## src/hdl/cau_pkg.sv

```systemverilog
// Package for the complex arithmetic unit: opcodes, status codes, item types,
// the pipeline record that travels down the divider chain and the 32-bit clamp.
// No dependencies.
package cau_pkg;

    localparam int FRAC_BITS_DEF = 16;
    localparam int QBITS         = 32;   // quotient bits, one divider cell each
    localparam int SUM_W         = 66;   // width of exact product sums

    localparam logic [2:0] OP_ADD = 3'd0;
    localparam logic [2:0] OP_SUB = 3'd1;
    localparam logic [2:0] OP_MUL = 3'd2;
    localparam logic [2:0] OP_DIV = 3'd3;
    localparam logic [2:0] OP_RCP = 3'd4;
    localparam logic [2:0] OP_CNJ = 3'd5;

    localparam logic [1:0] ST_OK  = 2'd0;
    localparam logic [1:0] ST_SAT = 2'd1;
    localparam logic [1:0] ST_DZ  = 2'd2;

    localparam logic signed [31:0] W_MAX = 32'sh7FFF_FFFF;
    localparam logic signed [31:0] W_MIN = 32'sh8000_0000;

    typedef struct packed {
        logic [2:0]         op;
        logic signed [31:0] y_re;
        logic signed [31:0] y_im;
        logic signed [31:0] z_re;
        logic signed [31:0] z_im;
    } t_in;

    typedef struct packed {
        logic signed [31:0] w_re;
        logic signed [31:0] w_im;
        logic [1:0]         status;
    } t_out;

    // One item in flight. For divide the s fields are the dividend/quotient
    // shift registers; for all other ops they hold the finished result.
    typedef struct packed {
        logic        dv;
        logic        dz;
        logic        sat;
        logic        ovf_re;
        logic        ovf_im;
        logic        neg_re;
        logic        neg_im;
        logic [63:0] den;
        logic [63:0] p_re;
        logic [63:0] p_im;
        logic [31:0] s_re;
        logic [31:0] s_im;
    } t_stage;

    typedef struct packed {
        logic [31:0] v;
        logic        s;
    } t_sat;

    function automatic t_sat sat32(input logic signed [SUM_W-1:0] x);
        t_sat r;
        if (x > SUM_W'(W_MAX)) begin
            r.v = W_MAX;
            r.s = 1'b1;
        end else if (x < SUM_W'(W_MIN)) begin
            r.v = W_MIN;
            r.s = 1'b1;
        end else begin
            r.v = x[31:0];
            r.s = 1'b0;
        end
        return r;
    endfunction

endpackage

```

## src/hdl/cau_div_cell.sv

```systemverilog
// One restoring-division cell: resolves one quotient bit for both parts.
// Depends on cau_pkg.
module cau_div_cell import cau_pkg::*; (
    input  logic   i_clk,
    input  logic   i_rst_n,
    input  logic   i_vld,
    input  t_stage i_stage,
    output logic   o_vld,
    output t_stage o_stage
);

    logic         r_vld;
    t_stage       r_st, n_st;
    logic [63:0]  pp_re, pp_im;
    logic [64:0]  df_re, df_im;

    always_comb begin
        pp_re = {i_stage.p_re[62:0], i_stage.s_re[31]};
        pp_im = {i_stage.p_im[62:0], i_stage.s_im[31]};
        df_re = {1'b0, pp_re} - {1'b0, i_stage.den};
        df_im = {1'b0, pp_im} - {1'b0, i_stage.den};
        n_st  = i_stage;
        // Advance the divide; hold finished results of other ops.
        if (i_stage.dv) begin
            n_st.p_re = df_re[64] ? pp_re : df_re[63:0];
            n_st.p_im = df_im[64] ? pp_im : df_im[63:0];
            n_st.s_re = {i_stage.s_re[30:0], ~df_re[64]};
            n_st.s_im = {i_stage.s_im[30:0], ~df_im[64]};
        end
    end

    always_ff @(posedge i_clk) begin
        if (!i_rst_n) begin
            r_vld <= 1'b0;
        end else begin
            r_vld <= i_vld;
        end
        r_st <= n_st;
    end

    assign o_vld   = r_vld;
    assign o_stage = r_st;

endmodule

```

## config.mk

```make
export PLATFORM = sky130hd
export DESIGN_NAME = cau_div_cell
export DESIGN_NICKNAME = d
export VERILOG_FILES = /design/src/hdl/cau_pkg.sv /design/src/hdl/cau_div_cell.sv
export SDC_FILE = /design/constraint.sdc
export NUM_CORES = 1
export LEC_CHECK = 0
export ABC_CLOCK_PERIOD_IN_PS = 9600
export BUFFER_PORTS_ARGS = -buffer_cell sky130_fd_sc_hd__buf_4
export CORE_ASPECT_RATIO = 2
export CORE_MARGIN = 1.5
export CORE_UTILIZATION = 40
export CTS_CLUSTER_SIZE = 30
export DETAILED_ROUTE_END_ITERATION = 8
export PLACE_DENSITY = 0.76
export SKIP_CTS_REPAIR_TIMING = 1
export SLEW_MARGIN = 20
export SYNTH_ARGS = -nofsm -noshare
export SYNTH_HDL_FRONTEND = slang
export SYNTH_SLANG_ARGS = --single-unit
```

## constraint.sdc

```tcl
create_clock -name i_clk -period 9.6 [get_ports i_clk]
set_input_delay 0.96 -clock i_clk [delete_from_list [all_inputs] [get_ports i_clk]]
set_output_delay 0.96 -clock i_clk [all_outputs]
set_load 0.01 [all_outputs]
```

# Word-level counts from Yosys, hierarchy flattened

Cells that the tools add are included.

Register bits after elaboration: 264
Output and inout bits: 264
Logic and storage cells: 20

Add/subtract/negate cells: 2
Multiplexer cells: 3
Bitwise gates (word level): 2

Operator list:

| cell                                           | number |
|---|---|
| 192-bit 2-to-1 mux                             | 1 |
| 64-bit by 64-bit subtractor with 65-bit output | 2 |
| 64-bit 2-to-1 mux                              | 2 |
| 1-bit NOT                                      | 2 |

# Depth between registers and ports, before layout

Depth after elaboration: 3
Mapped depth: 15
Mapped depth without buffers: 13

# Least setup slack after synthesis

No wires, ideal clock.

Path type: input -> register
Start point: in i_stage[63] in the netlist's numbering
End point: reg r_st, in the netlist o_stage[188]
Library setup time: 0.131 ns
Arrival time: 3.724 ns
Data required time: 9.469 ns
Setup slack: 5.746 ns
Stages on the path: 15
Buffers on the path: 2
Cells stage by stage: inv_1 -> ha_1 -> fa_1 -> nand2b_1 -> a21oi_1 -> o21ai_1 -> a32oi_2 -> a41oi_4 -> a22oi_4 -> a2111oi_4 -> a211o_1 -> buf_2 -> buf_6 -> a41oi_2 -> o31ai_1

RTL lines:

| item                   | line               | text |
|---|---|---|
| start: declaration     | cau_div_cell.sv:7  | `input t_stage i_stage,` |
| end signal: assignment | cau_div_cell.sv:38 | `r_st <= n_st;` |
| end: declaration       | cau_div_cell.sv:13 | `t_stage r_st, n_st;` |

==> impl_metrics.csv <==
group,metric,value,unit
place,dpl.cell_count,3006,
yosys,synthAdderAreaFrac,9.867,%
place,hpwlAfterDp,62.54,mm
critical_path,cp_common_cell,"buf_4",
clock_network,htree_levels,1,
route,drtPass1Iterations,5,
critical_path,cpMaxStageDelayCell,"a211oi_4",
yosys,ys_ff_latch,264,
route,wl_per_cell,24.92,µm
critical_path,crit_fanout,23,
sta,fin_crit_sh,50.18,%
yosys,avgSynthCellArea,8.128,µm²
die,num_io_pins,530,
yosys,synth_edf_count,0,
critical_path,cp.arrival,5.28,ns
yosys,synth-seq-area-share,31.77,%
critical_path,critical-path-top-delay-family,"compound AO/OA/AOI/OAI gates",
route,num_vias,17570,
place,placed_cell_area,0.02091,mm²
die,die_w,147.2,µm
final_layout,area_growth,31.01,%
yosys,ys.warnings.count,0,
clock_network,root_buffer,"clkbuf_16",
route,met2_length,38.51,mm
die,die_area,0.04290,mm²
sta,setup_viol,0,
route,antenna_left,0,
sta,fmax,207.6,MHz
sta,fin_tns_setup,0,ns
clock_network,cts_made_buffers,26,
hold_path,hold_depth,1,
hold_path,min-delay-start,"i_stage[260]",
yosys,synth_area,0.01664,mm²
yosys,synth-main-ff-cell,"dfxtp_1",
critical_path,max_stage_delay,0.65,ns
critical_path,worstSetupStartpointType,"input port",
yosys,synthCells,2047,
route,via_per_inst,5.748,
power_and_ir_drop,p_leak,10.20,nW
place,port_buffers,529,
hold_path,min_to,"o_stage[260]",
route,drc,0,
critical_path,worstPathCellList,"buf_4 -> inv_1 -> ha_1 -> fa_1 -> nand2b_1 -> a21oi_1 -> o21ai_1 -> a32oi_2 -> a41oi_4 -> a22oi_4 -> a2111oi_4 -> a211oi_4 -> buf_4 -> nor2_2 -> o311ai_1",
critical_path,cp.required,10.06,ns
final_layout,layout_commonest_cell,"buf_4",
route,drt_iter0_markers,1173,
final_layout,final_area,0.02180,mm²
place,place.gp.congestion,0.9881,
grt,grt_pass1_wl,111.0,mm
die,core,0.04099,mm²
grt,antenna_found_initial,4,
route,wl_met1,27.29,mm
yosys,syn_nets,2443,
final_layout,drive_above_1_share,26.60,%
clock_network,cts_sinks,264,
route,wirelength,76.16,mm
final_layout,final_cell_mix,"buf_4, dfxtp_1, nor2_1, a21oi_1, nand2_1",
critical_path,end_kind,"flop",
clock_network,cts.path.max_buffers,3,
yosys,synth_mux_area_share,5.813,%
run,max-cap-violations,0,
yosys,synth-simple-area-share,16.24,%
sta,slew_violations,0,
die,die_h,291.4,µm
die,start_util,40.59,%
outcome,status,"finished clean",
critical_path,criticalPathCategory,"input port to flop",
hold_path,hp-class,"input port to flop",
clock_network,tritoncts,"done",
die,placementRows,105,
sta,rsz0062_at_grt,"false",
sta,relSlewSlack,29.07,%
sta,worstMarginPinSlew,1.051,ns
route,dr_wl_met3,4.358,mm
power_and_ir_drop,worst_ir_drop_vdd,0.1366,mV
grt,grt_max_degree,90,
final_layout,fillCellCount,4005,
yosys,synth_top_family_by_area,"compound AO/OA/AOI/OAI gates",
sta,period_needed,4.817,ns
sta,timing_hold_violations_final,0,
final_layout,fin_cells,3056,
yosys,synth_cell_types,78,
yosys,synth-compound-area-share,25.34,%
route,top_layer,"met5",
clock_network,clk_pin_slew,0.07,ns
final_layout,post-route-util,53.17,%
grt,track_usage,34.45,%
grt,grt_pass1_vias,17870,
critical_path,crit_buf_inv,3,
grt,gr-total-overflow,0,
power_and_ir_drop,p_per_area,162.6,mW/mm²
yosys,synth_xor_area_share,5.843,%
final_layout,final_nets,2895,
yosys,async_flop_share,0,%
through the flow:
stage          power (mW)  setup slack, ns  hold WS, ns
2_1_floorplan       1.939            5.746       0.9877
3_3_place_gp        2.466            3.902        1.065
3_5_place_dp        2.469            4.214        1.065
4_1_cts             3.545            4.796       0.4640
5_1_grt             3.693            4.496       0.4708
6_report            3.543            4.783       0.4820
power by group:
group,total (mW),internal [mW],leakage [nW],switching (mW)
logic,1.21,0.519,7.54,0.691
clock network,1.08,0.591,0.436,0.489
registers,1.25,1.20,2.23,0.0485
layer usage:
layer  vias to the layer above  global-route usage (%)
li1                       8299                       -
met2                       834                   61.89
met5                         -                       0
met3                       222                   4.028
met1                      8208                   37.20
met4                         2                   23.63
logic make-up (layout without fill, tap and decap cells):
kind of cell	after synthesis	after routing
other	0	2
muxes	89	89
buffers and inverters	213	685
xor gates and xnor gates	111	111
and+or+nand+nor	587	587
DFF	264	264
AOI/OAI and AO/OA	653	653
adders and majority gates	130	130
sequential cells by signal, summed over array words and instances (netlist names):
register	flops
o_vld	1
o_stage	263
final cells by class:
type / count / area [µm²] / share of cell area (%)
clock buffer: 36 / 768.2 / 3.525
timing repair buffer: 541 / 4073 / 18.69
sequential: 264 / 5285 / 24.25
multi-input combinational: 1570 / 10520 / 48.27
clock inverter: 12 / 115.1 / 0.5281
tap: 535 / 669.4 / 3.071
antenna: 2 / 5.005 / 0.02296
inverter: 96 / 360.3 / 1.653
synthesized netlist by cell type (all sizes together), types with 35 or more instances:
cell type / n / area share [%]
a31oi: 95 / 3.6
inv: 95 / 2.1
o21ai: 143 / 4.3
nand3: 88 / 2.6
a21oi: 173 / 5.2
nand2: 168 / 3.8
a21o: 73 / 3.3
xor2: 43 / 2.3
clkbuf: 101 / 2.3
ha: 128 / 9.6
xnor2: 68 / 3.6
dfxtp: 264 / 32
nand4: 35 / 1.4
nor2: 180 / 4.1
mux2: 61 / 4.1
worst max path at each step:
stage          cells past startpoint          from           end  slack (ns)
6_report                          15   i_stage[63]  o_stage[128]        4.78
5_1_grt                           15   i_stage[31]   o_stage[82]        4.50
4_1_cts                           14  i_stage[192]   o_stage[82]        4.80
3_5_place_dp                      14  i_stage[192]   o_stage[85]        4.21
3_3_place_gp                      15   i_stage[63]  o_stage[129]        3.90
2_1_floorplan                     15   i_stage[63]  o_stage[188]        5.75
(Power assumes the default switching activity.)
